==> config.mk <==
export PLATFORM = sky130hd
export DESIGN_NAME = edid_base_block_parser_unit
export DESIGN_NICKNAME = d
export VERILOG_FILES = /design/src/hw/rtl/edid_pkg.sv /design/src/hw/rtl/edid_ctrl.sv /design/src/hw/rtl/edid_dp.sv /design/src/hw/rtl/edid_base_block_parser_unit.sv
export SDC_FILE = /design/constraint.sdc
export NUM_CORES = 1
export LEC_CHECK = 0
export BUFFER_PORTS_ARGS = -buffer_cell sky130_fd_sc_hd__buf_2
export CORE_ASPECT_RATIO = 0.9
export CORE_MARGIN = 2
export CORE_UTILIZATION = 40
export DETAILED_ROUTE_END_ITERATION = 10
export SLEW_MARGIN = 20
export SYNTH_ARGS = -nofsm -noshare
export SYNTH_HDL_FRONTEND = slang
export SYNTH_SLANG_ARGS = --single-unit
==> constraint.sdc <==
create_clock -name clk -period 4.85 [get_ports clk]
set_clock_uncertainty 0.05 [all_clocks]
set_input_delay 0.2425 -clock clk [delete_from_list [all_inputs] [get_ports clk]]
set_output_delay 0.2425 -clock clk [all_outputs]
set_load 0.005 [all_outputs]
==> src/hw/rtl/edid_pkg.sv <==
// ----------------------------------------------------------------------------
// edid_pkg
// shared types and constants of the edid base block parser
// ----------------------------------------------------------------------------
package edid_pkg;

  localparam int unsigned BlockLen = 128;
  localparam int unsigned DescBase = 54;
  localparam int unsigned DescLen  = 18;
  localparam int unsigned TextLen  = 13;

  localparam logic [1:0] StatusOk     = 2'd0;
  localparam logic [1:0] StatusShort  = 2'd1;
  localparam logic [1:0] StatusHeader = 2'd2;

  localparam logic [1:0] KindSummary = 2'd0;
  localparam logic [1:0] KindName    = 2'd1;
  localparam logic [1:0] KindIdent   = 2'd2;
  localparam logic [1:0] KindSerial  = 2'd3;

  typedef enum logic [2:0] {
    ST_CAPTURE,
    ST_SUMMARY,
    ST_BOUND,
    ST_TRIM,
    ST_CHARS
  } state_t;

  // commands from controller to datapath
  typedef struct packed {
    logic       capture;   // accept byte into datapath
    logic       load_sum;  // load summary into output register
    logic       start_str; // begin bound scan of string sel
    logic       bound_step;
    logic       trim_step;
    logic       char_step; // emit one char or the terminator
    logic       clear;     // return to reset state
    logic [1:0] sel;       // string index 0..2
  } ctrl_t;

  // status from datapath to controller
  typedef struct packed {
    logic ok;          // length and header good
    logic bound_done;
    logic trim_done;
    logic str_done;    // terminator emitted
    logic out_full;    // output register holds a result not taken this cycle
  } stat_t;

  function automatic logic is_blank(input logic [7:0] c);
    return c == 8'h20 || c == 8'h09 || c == 8'h0b || c == 8'h0c;
  endfunction

  function automatic logic is_cut(input logic [7:0] c);
    return c == 8'h00 || c == 8'h0d || c == 8'h0a;
  endfunction

endpackage

==> src/hw/rtl/edid_ctrl.sv <==
// ----------------------------------------------------------------------------
// edid_ctrl
// sequencer: byte capture, then summary and string emission
// ----------------------------------------------------------------------------
module edid_ctrl
  import edid_pkg::*;
(
  input  logic  clk,
  input  logic  rst,
  input  logic  in_fire,
  input  logic  in_last,
  input  stat_t stat,
  output ctrl_t ctrl,
  output logic  in_ready
);

  state_t     state, state_next;
  logic [1:0] sel, sel_next;

  // state register
  always_ff @(posedge clk) begin
    if (rst) begin
      state <= ST_CAPTURE;
      sel   <= 2'd0;
    end else begin
      state <= state_next;
      sel   <= sel_next;
    end
  end

  // next state
  always_comb begin
    state_next = state;
    sel_next   = sel;
    case (state)
      ST_CAPTURE: if (in_fire && in_last) state_next = ST_SUMMARY;
      ST_SUMMARY: begin
        if (!stat.out_full) begin
          sel_next   = 2'd0;
          state_next = stat.ok ? ST_BOUND : ST_CAPTURE;
        end
      end
      ST_BOUND: if (stat.bound_done) state_next = ST_TRIM;
      ST_TRIM:  if (stat.trim_done) state_next = ST_CHARS;
      ST_CHARS: begin
        if (stat.str_done) begin
          if (sel == 2'd2) state_next = ST_CAPTURE;
          else begin
            sel_next   = sel + 2'd1;
            state_next = ST_BOUND;
          end
        end
      end
      default: state_next = ST_CAPTURE;
    endcase
  end

  // outputs
  always_comb begin
    ctrl     = '0;
    ctrl.sel = sel;
    in_ready = 1'b0;
    case (state)
      ST_CAPTURE: begin
        in_ready     = 1'b1;
        ctrl.capture = in_fire;
      end
      ST_SUMMARY: begin
        ctrl.load_sum  = !stat.out_full;
        ctrl.start_str = !stat.out_full;
        ctrl.clear     = !stat.out_full && !stat.ok;
      end
      ST_BOUND: ctrl.bound_step = 1'b1;
      ST_TRIM:  ctrl.trim_step = 1'b1;
      ST_CHARS: begin
        ctrl.char_step = 1'b1;
        ctrl.clear     = stat.str_done && sel == 2'd2;
        ctrl.start_str = stat.str_done;
      end
      default: ;
    endcase
  end

endmodule

==> src/hw/rtl/edid_dp.sv <==
// ----------------------------------------------------------------------------
// edid_dp
// capture registers, text memory, trim scan and output register
// ----------------------------------------------------------------------------
module edid_dp
  import edid_pkg::*;
(
  input  logic        clk,
  input  logic        rst,
  input  ctrl_t       ctrl,
  input  logic [7:0]  in_byte,
  input  logic        out_take,
  output stat_t       stat,
  output logic        out_valid,
  output logic [1:0]  o_status,
  output logic [1:0]  o_kind,
  output logic [6:0]  o_pnp1,
  output logic [6:0]  o_pnp2,
  output logic [6:0]  o_pnp3,
  output logic [15:0] o_product,
  output logic [31:0] o_serial,
  output logic [7:0]  o_width,
  output logic [7:0]  o_height,
  output logic [7:0]  o_char,
  output logic [3:0]  o_pos,
  output logic        o_last
);

  logic [7:0]  byte_count;
  logic        header_match;
  logic [15:0] vendor_bytes, product_reg, size_bytes;
  logic [31:0] serial_reg;
  logic [1:0]  descriptor_kind;
  logic [2:0]  scan_flags;
  logic [2:0]  text_valid;
  logic [7:0]  text_store [3*TextLen];
  logic [4:0]  doff;       // offset within current descriptor
  logic [2:0]  dcount;     // descriptors passed

  // scan registers
  logic [3:0]  idx;        // memory read index within string
  logic [3:0]  len, first, stop, pos;
  logic        phase;      // 0 issue read, 1 data ready
  logic [7:0]  rdata;
  logic [5:0]  raddr;

  logic [7:0]  head_pat;
  logic [7:0]  p;
  logic        full;
  logic        in_desc;
  logic [5:0]  waddr;

  assign p       = byte_count;
  assign full    = byte_count[7];
  assign in_desc = p >= 8'(DescBase) && dcount < 3'd4 && !full;
  assign waddr   = 6'(({4'd0, descriptor_kind} - 6'd1) * 6'(TextLen)) + 6'(doff - 5'd5);
  assign raddr   = 6'({4'd0, ctrl.sel} * 6'(TextLen)) + 6'(idx);

  always_comb begin
    case (p[2:0])
      3'd0, 3'd7: head_pat = 8'h00;
      default:    head_pat = 8'hff;
    endcase
  end

  // text memory
  always_ff @(posedge clk) begin
    if (ctrl.capture && in_desc && doff >= 5'd5 && descriptor_kind != 2'd0)
      text_store[waddr] <= in_byte;
    rdata <= text_store[raddr];
  end

  // capture
  always_ff @(posedge clk) begin
    if (rst || ctrl.clear) begin
      byte_count      <= '0;
      header_match    <= 1'b1;
      vendor_bytes    <= '0;
      product_reg     <= '0;
      serial_reg      <= '0;
      size_bytes      <= '0;
      descriptor_kind <= '0;
      scan_flags      <= '0;
      text_valid      <= '0;
      doff            <= '0;
      dcount          <= '0;
    end else if (ctrl.capture && !full) begin
      byte_count <= byte_count + 8'd1;
      if (p < 8'd8 && in_byte != head_pat) header_match <= 1'b0;
      case (p)
        8'd8:  vendor_bytes[7:0]  <= in_byte;
        8'd9:  vendor_bytes[15:8] <= in_byte;
        8'd10: product_reg[7:0]   <= in_byte;
        8'd11: product_reg[15:8]  <= in_byte;
        8'd12: serial_reg[7:0]    <= in_byte;
        8'd13: serial_reg[15:8]   <= in_byte;
        8'd14: serial_reg[23:16]  <= in_byte;
        8'd15: serial_reg[31:24]  <= in_byte;
        8'd21: size_bytes[7:0]    <= in_byte;
        8'd22: size_bytes[15:8]   <= in_byte;
        default: ;
      endcase
      if (in_desc) begin
        if (doff == 5'(DescLen - 1)) begin
          doff   <= '0;
          dcount <= dcount + 3'd1;
        end else doff <= doff + 5'd1;
        case (doff)
          5'd0: begin
            descriptor_kind <= '0;
            scan_flags      <= {2'b00, in_byte == 8'h00};
          end
          5'd1: if (in_byte == 8'h00) scan_flags[1] <= 1'b1;
          5'd2: if (in_byte == 8'h00) scan_flags[2] <= 1'b1;
          5'd3: begin
            descriptor_kind <= KindSummary;
            if (scan_flags == 3'b111) begin
              if (in_byte == 8'hfc)      descriptor_kind <= KindName;
              else if (in_byte == 8'hfe) descriptor_kind <= KindIdent;
              else if (in_byte == 8'hff) descriptor_kind <= KindSerial;
            end
          end
          default: begin
            if (doff >= 5'd5 && descriptor_kind != 2'd0)
              text_valid[descriptor_kind - 2'd1] <= 1'b1;
          end
        endcase
      end
    end
  end

  logic ok;
  assign ok = full && header_match;

  // string scans: find cut length, then leading blanks, then trailing blanks
  logic [7:0] ch;
  logic       char_fire;
  assign ch = rdata;
  assign char_fire = ctrl.char_step && phase && (!out_valid || out_take);

  always_ff @(posedge clk) begin
    if (rst || ctrl.start_str) begin
      idx   <= '0;
      len   <= '0;
      phase <= 1'b0;
      first <= '0;
      stop  <= '0;
      pos   <= '0;
    end else if (ctrl.bound_step) begin
      if (!text_valid[ctrl.sel]) begin
        len <= '0;
        idx <= '0;
      end else if (!phase) phase <= 1'b1;
      else if (is_cut(ch) || idx == 4'(TextLen)) begin
        phase <= 1'b0;
        idx   <= '0;
      end else begin
        len   <= len + 4'd1;
        idx   <= idx + 4'd1;
        phase <= 1'b0;
      end
    end else if (ctrl.trim_step) begin
      // first scans upward, then stop scans downward
      if (!phase) phase <= 1'b1;
      else if (first < len && is_blank(ch) && idx == first) begin
        first <= first + 4'd1;
        idx   <= first + 4'd1;
        phase <= 1'b0;
      end else if (idx <= first || idx == len) begin
        // leading done: move to trailing scan from len-1
        if (stop == 4'd0 && len > first) begin
          stop  <= len;
          idx   <= len - 4'd1;
          phase <= 1'b0;
        end else begin
          phase <= 1'b0;
          idx   <= first;
        end
      end else if (stop > first && is_blank(ch)) begin
        stop  <= stop - 4'd1;
        idx   <= idx - 4'd1;
        phase <= 1'b0;
      end else begin
        phase <= 1'b0;
        idx   <= first;
      end
    end else if (ctrl.char_step) begin
      if (!phase) phase <= 1'b1;
      else if (char_fire) begin
        phase <= 1'b0;
        idx   <= idx + 4'd1;
        pos   <= pos + 4'd1;
      end
    end
  end

  // bound and trim completion flags
  logic bound_done, trim_done;
  assign bound_done = ctrl.bound_step &&
    (!text_valid[ctrl.sel] || (phase && (is_cut(ch) || idx == 4'(TextLen))));
  assign trim_done = ctrl.trim_step && phase &&
    !(first < len && is_blank(ch) && idx == first) &&
    (idx <= first || idx == len ? !(stop == 4'd0 && len > first)
                                : !(stop > first && is_blank(ch)));

  logic at_term;
  assign at_term = (stop <= first) || (idx >= stop);

  // output register
  always_ff @(posedge clk) begin
    if (rst) out_valid <= 1'b0;
    else if (ctrl.load_sum || char_fire) out_valid <= 1'b1;
    else if (out_take) out_valid <= 1'b0;
  end

  always_ff @(posedge clk) begin
    if (ctrl.load_sum) begin
      o_status  <= !full ? StatusShort : (!header_match ? StatusHeader : StatusOk);
      o_kind    <= KindSummary;
      o_pnp1    <= ok ? 7'h40 + 7'(vendor_bytes[6:2]) : '0;
      o_pnp2    <= ok ? 7'h40 + 7'({vendor_bytes[1:0], vendor_bytes[15:13]}) : '0;
      o_pnp3    <= ok ? 7'h40 + 7'(vendor_bytes[12:8]) : '0;
      o_product <= ok ? product_reg : '0;
      o_serial  <= ok ? serial_reg : '0;
      o_width   <= ok ? size_bytes[7:0] : '0;
      o_height  <= ok ? size_bytes[15:8] : '0;
      o_char    <= '0;
      o_pos     <= '0;
      o_last    <= !ok;
    end else if (char_fire) begin
      o_status  <= StatusOk;
      o_kind    <= ctrl.sel + 2'd1;
      o_pnp1    <= '0;
      o_pnp2    <= '0;
      o_pnp3    <= '0;
      o_product <= '0;
      o_serial  <= '0;
      o_width   <= '0;
      o_height  <= '0;
      o_char    <= at_term ? 8'h00 : ch;
      o_pos     <= at_term ? (stop > first ? stop - first : 4'd0) : pos;
      o_last    <= at_term && ctrl.sel == 2'd2;
    end
  end

  assign stat.ok         = ok;
  assign stat.bound_done = bound_done;
  assign stat.trim_done  = trim_done;
  assign stat.str_done   = char_fire && at_term;
  assign stat.out_full   = out_valid && !out_take;

endmodule

==> src/hw/rtl/edid_base_block_parser_unit.sv <==
// ----------------------------------------------------------------------------
// edid_base_block_parser_unit
// edid 1.3 base block parser with summary and string emission
// ----------------------------------------------------------------------------
// Bytes are taken one per cycle from offset 0 while capturing. The byte with
// tlast set ends the buffer; input then stalls while one summary transfer is
// sent, followed per string by a bound scan and a trim scan over the 39-byte
// text memory (each byte read is issued, then its data checked) and then one
// transfer per character plus a terminator. A failed buffer gives a single
// summary with zeroed fields, its error status and last_result set.
// tuser on the output carries record_kind.
module edid_base_block_parser_unit
  import edid_pkg::*;
(
  input  logic        clk,
  input  logic        rst,
  input  logic        s_tvalid,
  output logic        s_tready,
  input  logic [7:0]  s_tdata,   // data_byte
  input  logic        s_tlast,   // end_of_block
  output logic        m_tvalid,
  input  logic        m_tready,
  // status[1:0], pnp_first[8:2], pnp_second[15:9], pnp_third[22:16],
  // product_code[38:23], serial_value[70:39], width_cm[78:71],
  // height_cm[86:79], text_char[94:87], text_pos[98:95], zero fill
  output logic [103:0] m_tdata,
  output logic [1:0]  m_tuser,   // record_kind
  output logic        m_tlast    // last_result
);

  ctrl_t ctrl;
  stat_t stat;
  logic  in_fire;
  logic [1:0]  o_status;
  logic [6:0]  o_pnp1, o_pnp2, o_pnp3;
  logic [15:0] o_product;
  logic [31:0] o_serial;
  logic [7:0]  o_width, o_height, o_char;
  logic [3:0]  o_pos;

  assign in_fire = s_tvalid && s_tready;

  edid_ctrl u_ctrl (
    .clk(clk), .rst(rst), .in_fire(in_fire), .in_last(s_tlast),
    .stat(stat), .ctrl(ctrl), .in_ready(s_tready)
  );

  edid_dp u_dp (
    .clk(clk), .rst(rst), .ctrl(ctrl), .in_byte(s_tdata),
    .out_take(m_tvalid && m_tready), .stat(stat), .out_valid(m_tvalid),
    .o_status(o_status), .o_kind(m_tuser), .o_pnp1(o_pnp1), .o_pnp2(o_pnp2),
    .o_pnp3(o_pnp3), .o_product(o_product), .o_serial(o_serial),
    .o_width(o_width), .o_height(o_height), .o_char(o_char), .o_pos(o_pos),
    .o_last(m_tlast)
  );

  assign m_tdata = {5'd0, o_pos, o_char, o_height, o_width, o_serial,
                    o_product, o_pnp3, o_pnp2, o_pnp1, o_status};

endmodule
---- Word level (Yosys, flattened, before mapping) ----
Memories as Yosys holds them, arrays and structs flattened. A register that Yosys moved wholly into a read port is not among the register bits.
Cells that the tools add are included.
storage, ports and cells
  memories kept ........................... 1
  bits in writable memories ............... 312
  register bits ........................... 233
  logic and storage cells ................. 317
  output and inout port bits .............. 109
cells by class
  reductions and logical operators ........ 95
  equality and inequality tests ........... 49
  order comparisons ....................... 13
  $add $sub $neg .......................... 20
  bitwise operators ....................... 5
  multiplexer cells ....................... 92
  $mul .................................... 2
memories
  memory           words  bits a word  rd ports  clocked after memory_dff  write ports  RTL line       text
  u_dp.text_store  39     8            1         1                         1            edid_dp.sv:36  logic [7:0] text_store [3*TextLen];
operator list
  operator             count
  $eq 8x4->1 const B   13
  $mux 32              3
  $mux 4               21
  $mux 8               7
  $mux 7               7
  $mux 16              3
  $logic_and 1x1->1    29
  $mux 2               13
  $reduce_and 2->1     13
  $eq 8x8->1 const B   3
  $mux 1               23
  $add 7x5->7 const A  3
  $reduce_and 4->1     5
  $add 4x1->4 const B  4
  $eq 8x5->1 const B   2
  $logic_not 8->1      2
  $reduce_bool 2->1    8
  $mux 3               5
  $pmux 3 s5           1
  $reduce_and 5->1     3
  $ne 2x1->1 const B   7
  $logic_or 1x1->1     13
  $reduce_and 3->1     4
  $sub 4x1->4 const B  3
  other kinds (51)     81

---- Logic depth before layout (Yosys ltp) ----
Gate-level depths: netlist (run 1).
  word-level depth ........................ 11
  depth in mapped cells ................... 14
  gate-level depth less buffers ........... 14

---- Modules after synthesis ----
Synthesis (run 1) repeated with hierarchy kept, for this count alone.
second synthesis, totals
  cell total of the unflattened synthesis .. 1,563
  area total of the unflattened synthesis .. 22,908.2 sq um
modules (own cells, without submodules)
  module                       area each (sq um)  sequential area each (sq um)  cells an instance  times used
  edid_dp                      22,489.1           14,824.2                      1,509              1
  edid_ctrl                    365.4              100.1                         46                 1
  edid_base_block_parser_unit  53.8               0.0                           8                  1

---- Worst setup path after synthesis (run 1) ----
Ideal clock, no wire load.
  path type ............................... reg2reg
  start point ............................. reg u_dp.descriptor_kind[0]
  end point ............................... mem u_dp.text_store[20][0] (enable)
  setup time .............................. 0.370 ns
  setup slack ............................. 0.790 ns
  arrival time ............................ 3.639 ns
  stages on the path, launching flop included .. 15
  cells stage by stage .................... dfxtp_1 inv_1 ha_1 ha_1 ha_1 inv_1 fa_1 inv_1 ha_1 a21o_1 a21oi_1 xnor2_1 or3_1 clkbuf_1 nor2_1
on the way
  longest elaborated chain between the ends .. 4
  elaborated cells on any way between the ends .. 7
  classes of those cells .................. 2 x add/sub; 1 x mul; 2 x mux; 2 x reduce/logical
RTL lines
  what                                                                 RTL line        text
  start, declared                                                      edid_dp.sv:33   logic [1:0] descriptor_kind;
  start signal, assigned                                               edid_dp.sv:116  descriptor_kind <= KindSummary;
  start signal, assigned                                               edid_dp.sv:118  if (in_byte == 8'hfc) descriptor_kind <= KindName;
  start signal, assigned                                               edid_dp.sv:119  else if (in_byte == 8'hfe) descriptor_kind <= KindIdent;
  parallel branches: the longest is 4 deep, another holds $mul 6x4->6  n/a
  end, declared                                                        edid_dp.sv:36
Parallel ways; which one is timed is not known.

---- Worst setup path after layout (run 1) ----
  start point ............................. reg u_dp.descriptor_kind[0]
  end point ............................... mem u_dp.text_store[3][4] (enable)
The elaborated chain is that of the path after synthesis.

==> run_results.csv, run 1 <==
group,metric,value,unit
synth,async_flop_share,0,%
clock_network,cts_tree,"done",
clock_network,clk_latency,600,ps
placement,dp_hpwl,35900,um
drt,wirelength,55000,um
synth,yosys-top-cells-area,"edfxtp_1 (52%), dfxtp_1 (13%), mux4_2 (7.7%), mux2i_1 (4.3%), nor2_1 (3.1%)",
drt,drtIter0Drc,1266,
drt,ant_nets,0,
die,die_w,257,um
die,start_util,40.4,%
synth,synth_top_cell_by_area,"edfxtp_1",
global_route,grt_pass1_vias,13473,
sta,drv_slew,0,
sta,hold_violations,0,
synth,syn_inst,1609,
sta,rsz0062_at_grt,"no",
power_and_ir_drop,ir_worst_vdd,0.321,mV
placement,portBuffers,113,
synth,synth_warnings,0,
die,io_pins,122,
global_route,grt_overflow,0,
worst_setup_path,timing_worst_setup_path_type,"register to register",
clock_network,ctsResizeCount,0,
power_and_ir_drop,p_leak,8.89,nW
layout,fill_cells,5042,
hold_path,hold_class,"input port to register",
die,core_area,0.0569,mm^2
synth,ys_seq_area_share,64.9,%
sta,setup_viol,0,
global_route,grt_pass1_wl,83700,um
layout,final_net_count,1816,
clock_network,htreeDepth,2,
placement,placed_cells,2445,
worst_setup_path,startpoint_type,"register",
sta,relSlewSlack,39.1,%
drt,vias_per_cell,5.25,
drt,drcViolationCount,0,
clock_network,ctsRootBufferMaster,"clkbuf_16",
die,num_rows,83,
flow_run,maxCapViolCount,0,
clock_network,clock_sinks,548,
global_route,antenna_found_initial,0,
synth,syn_avg_cell_area,14.3,um^2
synth,ys_seq_elements,548,
sta,finalSetupTns,0,ps
global_route,track_usage,18.5,%
synth,yosysUniqueCellTypes,75,
sta,fmax,0.222,GHz
worst_setup_path,worstPathArrival,4660,ps
sta,whs,37.3,ps
hold_path,min-delay-start,"s_tdata[0]",
synth,synth_edf_count,395,
layout,drive_above_1_share,19.5,%
synth,synth_top_cell_area_share,51.6,%
status,outcome,"finished clean",
hold_path,whs_path_depth,3,
drt,vias,13382,
drt,wire_per_inst,21.6,um
drt,drt_pass1_iterations,6,
layout,areaGrowthSynthToFinish,14.3,%
synth,synthFlopType,"edfxtp_1",
worst_setup_path,reg2reg_slack,350,ps
placement,place.gp.congestion,0.849,
die,die_area,0.0594,mm^2
clock_network,cts_buffers,54,
sta,period_share,92.7,%
worst_setup_path,path_max_fanout,8,
worst_setup_path,required,5020,ps
sta,min_period,4500,ps
clock_network,path_clk_slew,60,ps
layout,stdcell_count,2549,
sta,worst_pin_slew,912,ps
power_and_ir_drop,finalPower,11.5,mW
layout,antenna_cells,0,
worst_setup_path,reg2reg_from,"u_dp.descriptor_kind[0]$_SDFFE_PP0P_",
worst_setup_path,reg2reg_depth,13,
die,die_h,231,um
power_and_ir_drop,p_per_area,438,mW/mm^2
clock_network,cts_buffer_depth,3,
layout,fin_util,46.1,%
global_route,grt_max_degree,55,
layout,largest_register_ffs,312,
hold_path,hold_path_end,"u_dp.vendor_bytes[8]$_SDFFE_PP0P_",
synth,synth_area,0.0230,mm^2
worst_setup_path,end_kind,"register",
worst_setup_path,r2r_end,"u_dp.text_store[3][4]$_DFFE_PP_",
[layer usage]
layer  up-vias  share of wire [%]  track usage [%]
li1       6186                  -                -
met4         0                2.3             5.38
met5         -                  0                0
met2       398                 48             30.3
met1      6723                 44             25.4
met3        75                5.7             3.15
[Yosys cell counts, types with 16 or more instances]
library cell  count
nor3_1           16
ha_1             55
edfxtp_1        395
inv_1            46
clkbuf_1         38
o21ai_0          39
xnor2_1          24
mux2i_1          98
nor2_1          187
nand2_1          96
xor2_1           16
and2_1           83
mux4_2           79
nand3_1          23
dfxtp_1         153
buf_2            26
a21oi_1          35
[logic make-up (layout without fill, tap and decap cells)]
kind of cell               after synthesis  after routing  synth area share, %
xor gates and xnor gates                41             41                 1.60
muxes                                  179            179                 12.2
buffers and inverters                  136            304                 2.68
DFF                                    548            548                 64.9
other                                    1              8               0.0163
AOI/OAI and AO/OA                      153            153                 4.55
and+or+nand+nor                        488            488                 10.3
adders and majority gates               63             63                 3.69
[through the flow]
step / area, um^2 / setup slack (ps)
finish: 26300 / 353
global route: 26300 / 49.2
CTS: 26300 / 332
detailed placement: 24500 / 341
global placement: 24500 / 525
floorplan: 23000 / 790
[layout make-up]
class | instances | area [um^2] | share of cell area [%]
Clock buffer | 64 | 1500 | 5.73
Clock inverter | 36 | 264 | 1.01
Sequential cell | 548 | 14900 | 56.8
Timing Repair Buffer | 158 | 926 | 3.53
Inverter | 46 | 174 | 0.662
Multi-Input combinational cell | 932 | 7510 | 28.6
Tap cell | 765 | 957 | 3.65
[cells in the final DEF, fill, tap and decap left out, types with 53 or more instances in the layout]
| master | count |
|---|---|
| edfxtp_1 | 395 |
| nor2_1 | 186 |
| dfxtp_1 | 153 |
| buf_2 | 113 |
| mux2i_1 | 98 |
| nand2_1 | 96 |
| and2_1 | 83 |
| mux4_2 | 79 |
| clkbuf_16 | 58 |
| ha_1 | 53 |
[power by group]
part           internal, mW  switching, mW
clock network          2.33           1.79
registers              5.33          0.199
logic                 0.757           1.09
[critical path: stages, from the launching register on]
cell and delay (ps):
dfxtp_1 440, inv_1 140, ha_1 290, ha_1 300, ha_1 280, inv_1 50, fa_1 500, inv_1 40
ha_1 220, fa_1 390, xnor2_1 280, nor2b_1 210, nand2_1 290, nor2_1 640
[how the worst max path moves through the flow]
stage / start / end / slack [ps] / depth (start not counted)
after global placement: u_dp.descriptor_kind[0]$_SDFFE_PP0P_ / u_dp.text_store[18][0]$_DFFE_PP_ / 520 / 13
after floorplan: u_dp.descriptor_kind[0]$_SDFFE_PP0P_ / u_dp.text_store[20][0]$_DFFE_PP_ / 790 / 14
after detailed placement: u_dp.descriptor_kind[0]$_SDFFE_PP0P_ / u_dp.text_store[3][5]$_DFFE_PP_ / 340 / 13
after CTS: u_dp.descriptor_kind[0]$_SDFFE_PP0P_ / u_dp.text_store[3][4]$_DFFE_PP_ / 330 / 13
final: u_dp.descriptor_kind[0]$_SDFFE_PP0P_ / u_dp.text_store[3][4]$_DFFE_PP_ / 350 / 13
after global routing: u_dp.descriptor_kind[0]$_SDFFE_PP0P_ / u_dp.text_store[3][4]$_DFFE_PP_ / 50 / 13
[what timing repair did]
item | CTS | global route
hold buffers | 4 | 0
setup buffers | 0 | 0
hold endpoints to repair | 11 | 0
endpoints found under the setup margin | 0 | 0
No activity file was read; power rests on OpenSTA's default activity.
==> inputs of run 2 (changes only) <==
- CORE_ASPECT_RATIO: 0.9 -> 1.25
- TNS_END_PERCENT: not set -> 50
==> run_results.csv, run 2 (synthesized netlist as in run 1, its figures left out) <==
group,metric,value,unit
clock_network,cts_buffers,52,
placement,dp_slack,329,ps
worst_setup_path,timing_worst_setup_path_type,"register to register",
worst_setup_path,critPathSlowestCell,"nor2_1",
worst_setup_path,end_kind,"register",
global_route,grt_max_degree,85,
sta,worst_pin_slew,1010,ps
sta,hold_violations,0,
power_and_ir_drop,finalPower,11.4,mW
placement,placed_cells,2432,
power_and_ir_drop,switching_share,26.6,%
global_route,grt_pass1_wl,85000,um
flow_run,maxCapViolCount,0,
worst_setup_path,reg2reg_from,"u_dp.descriptor_kind[0]$_SDFFE_PP0P_",
drt,drt_pass1_iterations,7,
sta,relSlewSlack,32.1,%
placement,placed_area,0.0245,mm^2
worst_setup_path,r2r_end,"u_dp.text_store[7][2]$_DFFE_PP_",
worst_setup_path,required,5000,ps
worst_setup_path,startpoint,"u_dp.descriptor_kind[0]$_SDFFE_PP0P_",
drt,drcViolationCount,0,
die,io_pins,122,
clock_network,clock_sinks,548,
die,die_w,218,um
worst_setup_path,crit_family,"adder cells",
worst_setup_path,crit_buf_inv,3,
power_and_ir_drop,p_leak,8.86,nW
worst_setup_path,crit_path_max_incr_delay,630,ps
sta,fmax,0.222,GHz
sta,whs,55.8,ps
placement,dp_hpwl,36800,um
layout,fin_util,46.0,%
power_and_ir_drop,seq_power_share,48.0,%
layout,antenna_cells,0,
clock_network,cts_tree,"done",
drt,vias,13424,
hold_path,whs_path_depth,3,
layout,largest_register_ffs,312,
power_and_ir_drop,p_int,8.40,mW
hold_path,min-delay-start,"m_tready",
placement,portBuffers,113,
die,start_util,40.3,%
drt,wire_per_inst,22.2,um
hold_path,hold_class,"input port to register",
layout,areaGrowthSynthToFinish,14.1,%
clock_network,ctsHoldBuffers,1,
layout,layout_commonest_cell,"edfxtp_1",
die,die_h,272,um
status,outcome,"finished clean",
sta,setup_viol,0,
layout,stdcell_count,2532,
worst_setup_path,crit_path_cell_trace,"inv_1, ha_1, ha_1, ha_1, inv_1, fa_1, inv_1, ha_1, fa_1, xnor2_1, nor2b_1, nand2_1, nor2_1",
power_and_ir_drop,power_frac_comb,16.4,%
clock_network,ctsRootBufferMaster,"clkbuf_16",
clock_network,clk_latency,590,ps
drt,vias_per_cell,5.30,
global_route,track_usage,18.9,%
die,die_area,0.0594,mm^2
power_and_ir_drop,power_frac_clock,35.5,%
drt,drtIter0Drc,880,
drt,wirelength,56100,um
layout,drive_above_1_share,19.3,%
layout,final_cell_mix,"edfxtp_1 (395), nor2_1 (186), dfxtp_1 (153)",
sta,rsz0062_at_grt,"no",
global_route,grt_pass1_vias,13684,
sta,worst_slack,337,ps
worst_setup_path,startpoint_type,"register",
layout,final_net_count,1815,
hold_path,hold_path_end,"u_dp.out_valid$_SDFFE_PP0P_",
power_and_ir_drop,ir_worst_vdd,0.315,mV
power_and_ir_drop,p_per_area,437,mW/mm^2
sta,drv_slew,0,
sta,period_share,93.0,%
sta,finalSetupTns,0,ps
clock_network,post-cts-setup-buffer-count,0,
worst_setup_path,cpMostUsedCell,"ha_1",
layout,final_area,0.0262,mm^2
die,core_area,0.0570,mm^2
worst_setup_path,reg2reg_slack,340,ps
clock_network,cts_buffer_depth,3,
worst_setup_path,path_max_fanout,8,
clock_network,path_clk_slew,70,ps
clock_network,ctsResizeCount,0,
worst_setup_path,worstPathArrival,4660,ps
global_route,grt_overflow,0,
global_route,antenna_found_initial,0,
drt,ant_nets,0,
power_and_ir_drop,power.switching,3.05,mW
clock_network,htreeDepth,2,
sta,min_period,4510,ps
worst_setup_path,reg2reg_depth,13,
die,num_rows,98,
placement,place.gp.congestion,0.865,
## run 2: changes by cell type in the layout (fill, tap and decap cells not counted), sizes merged
| cell | before | now |
|---|---|---|
| clkbuf | 64 | 65 |
| bufinv | 2 | 5 |
| inv | 49 | 48 |
| buf | 154 | 157 |
| dlygate4sd3 | 4 | 1 |
| clkinvlp | 5 | 4 |
| clkinv | 26 | 22 |
## run 2: how the worst max path moves through the flow
stage / to / slack, ps / cells after the start
2_1_floorplan: u_dp.text_store[20][0]$_DFFE_PP_ / 790 / 14
3_3_place_gp: u_dp.text_store[7][6]$_DFFE_PP_ / 490 / 13
3_5_place_dp: u_dp.text_store[7][2]$_DFFE_PP_ / 330 / 13
4_1_cts: u_dp.text_store[7][2]$_DFFE_PP_ / 300 / 13
5_1_grt: u_dp.text_store[7][2]$_DFFE_PP_ / 60 / 13
6_report: u_dp.text_store[7][2]$_DFFE_PP_ / 340 / 13
## run 2: power groups by stage
stage | registers, mW | clock network (mW) | logic (mW)
6_report | 5.50 | 4.07 | 1.88
5_1_grt | 5.53 | 4.31 | 2.04
4_1_cts | 5.51 | 4.15 | 1.90
3_5_place_dp | 5.60 | 0 | 1.90
3_3_place_gp | 5.60 | 0 | 1.88
2_1_floorplan | 5.58 | 0 | 1.18
## run 2: area by class of cell
cell class / instances / area, um^2
Clock buffer: 64 / 1380
Clock inverter: 33 / 332
Fill cell: 5035 / 30800
Inverter: 46 / 174
Multi-Input combinational cell: 932 / 7510
Sequential cell: 548 / 14900
Tap cell: 750 / 938
Timing Repair Buffer: 159 / 955
## run 2: tightest hold or removal path, delay by kind of cell
| kind | cells | cell delay [ps] |
|---|---|---|
| buffers and inverters | 1 | 70 |
| AO/OA/AOI/OAI | 1 | 90 |
| AND/OR/NAND/NOR | 1 | 220 |
## run 2: metal layers
layer | GRT usage [%] | share of wire, % | vias to the layer above
li1 | - | - | 6180
met1 | 23.1 | 39 | 6760
met2 | 33.7 | 52 | 384
met3 | 2.78 | 4.9 | 100
met4 | 7.47 | 4.1 | 0
met5 | 0 | 0 | -
==> inputs of run 3 (changes only) <==
- CORE_MARGIN: 2 -> 1.5
==> run_results.csv, run 3 (synthesized netlist as in run 1, its figures left out) <==
group,metric,value,unit
power_and_ir_drop,p_leak,8.86,nW
sta,fmax,0.226,GHz
clock_network,path_clk_slew,70,ps
worst_setup_path,end_kind,"register",
layout,fin_util,46.0,%
power_and_ir_drop,power_frac_comb,16.0,%
sta,min_period,4430,ps
placement,portBuffers,113,
global_route,grt_overflow,0,
clock_network,cts_buffer_depth,3,
clock_network,ctsResizeCount,0,
clock_network,ctsRootBufferMaster,"clkbuf_16",
layout,largest_register_ffs,312,
status,outcome,"finished clean",
power_and_ir_drop,p_int,8.48,mW
worst_setup_path,worstPathArrival,4600,ps
global_route,grt_pass1_wl,83500,um
clock_network,cts_buffers,50,
die,die_area,0.0589,mm^2
clock_network,htreeDepth,2,
layout,final_cell_mix,"edfxtp_1 (395), nor2_1 (186), dfxtp_1 (153)",
global_route,antenna_found_initial,1,
placement,place.gp.congestion,0.825,
layout,final_net_count,1811,
power_and_ir_drop,power.switching,3.01,mW
layout,antenna_cells,0,
sta,setup_viol,0,
worst_setup_path,required,5020,ps
global_route,track_usage,18.9,%
die,die_h,271,um
layout,final_area,0.0262,mm^2
sta,relSlewSlack,33.4,%
layout,areaGrowthSynthToFinish,14.1,%
sta,period_share,91.4,%
clock_network,clock_sinks,548,
clock_network,ctsHoldBuffers,1,
clock_network,cts_tree,"done",
die,io_pins,122,
die,num_rows,98,
drt,ant_nets,0,
drt,drcViolationCount,0,
global_route,grt_max_degree,105,
flow_run,maxCapViolCount,0,
worst_setup_path,path_max_fanout,8,
power_and_ir_drop,seq_power_share,48.1,%
die,die_w,217,um
hold_path,whs_path_depth,1,
global_route,grt_pass1_vias,13614,
hold_path,hold_class,"input port to register",
clock_network,clk_latency,590,ps
die,core_area,0.0570,mm^2
clock_network,post-cts-setup-buffer-count,0,
sta,drv_slew,0,
drt,wire_per_inst,22.0,um
drt,drt_pass1_iterations,5,
drt,vias_per_cell,5.28,
placement,dp_hpwl,36500,um
sta,finalSetupTns,0,ps
worst_setup_path,reg2reg_depth,13,
power_and_ir_drop,power_frac_clock,35.9,%
drt,vias,13324,
die,start_util,40.3,%
layout,layout_commonest_cell,"edfxtp_1",
power_and_ir_drop,p_per_area,439,mW/mm^2
sta,worst_pin_slew,991,ps
worst_setup_path,startpoint_type,"register",
placement,placed_area,0.0244,mm^2
drt,drtIter0Drc,991,
drt,wirelength,55500,um
power_and_ir_drop,switching_share,26.2,%
sta,hold_violations,0,
power_and_ir_drop,ir_worst_vdd,0.347,mV
sta,whs,41.0,ps
sta,rsz0062_at_grt,"no",
worst_setup_path,timing_worst_setup_path_type,"register to register",
layout,drive_above_1_share,19.2,%
## run 3: final cells by class
cell class / count / area, um^2
clock buffers: 67 / 1390
clock inverters: 25 / 338
fillers: 5022 / 30800
inverters: 46 / 174
multi-input cells: 932 / 7520
flip-flops and latches: 548 / 14900
well taps: 750 / 938
repair buffers: 157 / 933
## run 3: metal layers
layer / up-vias / wire, um / global-route usage, %
met5: - / 0 / 0
met4: 0 / 2350 / 8.37
met3: 125 / 2540 / 2.78
met2: 359 / 28500 / 33.3
met1: 6680 / 22100 / 22.9
li1: 6160 / - / -
## run 3: metrics by stage
step / worst slack, ps / total power, mW / cells
floorplan: 790 / 6.76 / 1616
global placement: 510 / 7.48 / 2431
detailed placement: 345 / 7.48 / 2431
CTS: 366 / 11.6 / 2524
global route: 178 / 11.9 / 2525
finish: 419 / 11.5 / 2525
## run 3: critical path: stages, from the launching register on
cell and delay [ps]:
dfxtp_1 440, inv_1 140, ha_1 290, ha_1 300, ha_1 270, inv_1 50, fa_1 490, inv_1 40
ha_1 210, fa_1 390, xnor2_1 270, nor2b_1 200, nand2_1 300, nor2_1 630
## run 3: final timing paths
check	startpoint	endpoint	slack, ps
min reg2reg	u_dp.o_pos[3]$_SDFFE_PP0P_	u_dp.o_pos[3]$_SDFFE_PP0P_	410
min	s_tdata[6]	u_dp.text_store[34][6]$_DFFE_PP_	40
max reg2reg	u_dp.descriptor_kind[0]$_SDFFE_PP0P_	u_dp.text_store[0][3]$_DFFE_PP_	420
max	u_dp.descriptor_kind[0]$_SDFFE_PP0P_	u_dp.text_store[0][3]$_DFFE_PP_	420
## run 3: power by group through the flow
stage | clock, mW | sequential, mW | combinational (mW)
finish | 4.13 | 5.53 | 1.84
CTS | 4.21 | 5.54 | 1.86
detailed placement | 0 | 5.63 | 1.86
floorplan | 0 | 5.58 | 1.18
global route | 4.37 | 5.56 | 2.00
global placement | 0 | 5.63 | 1.85
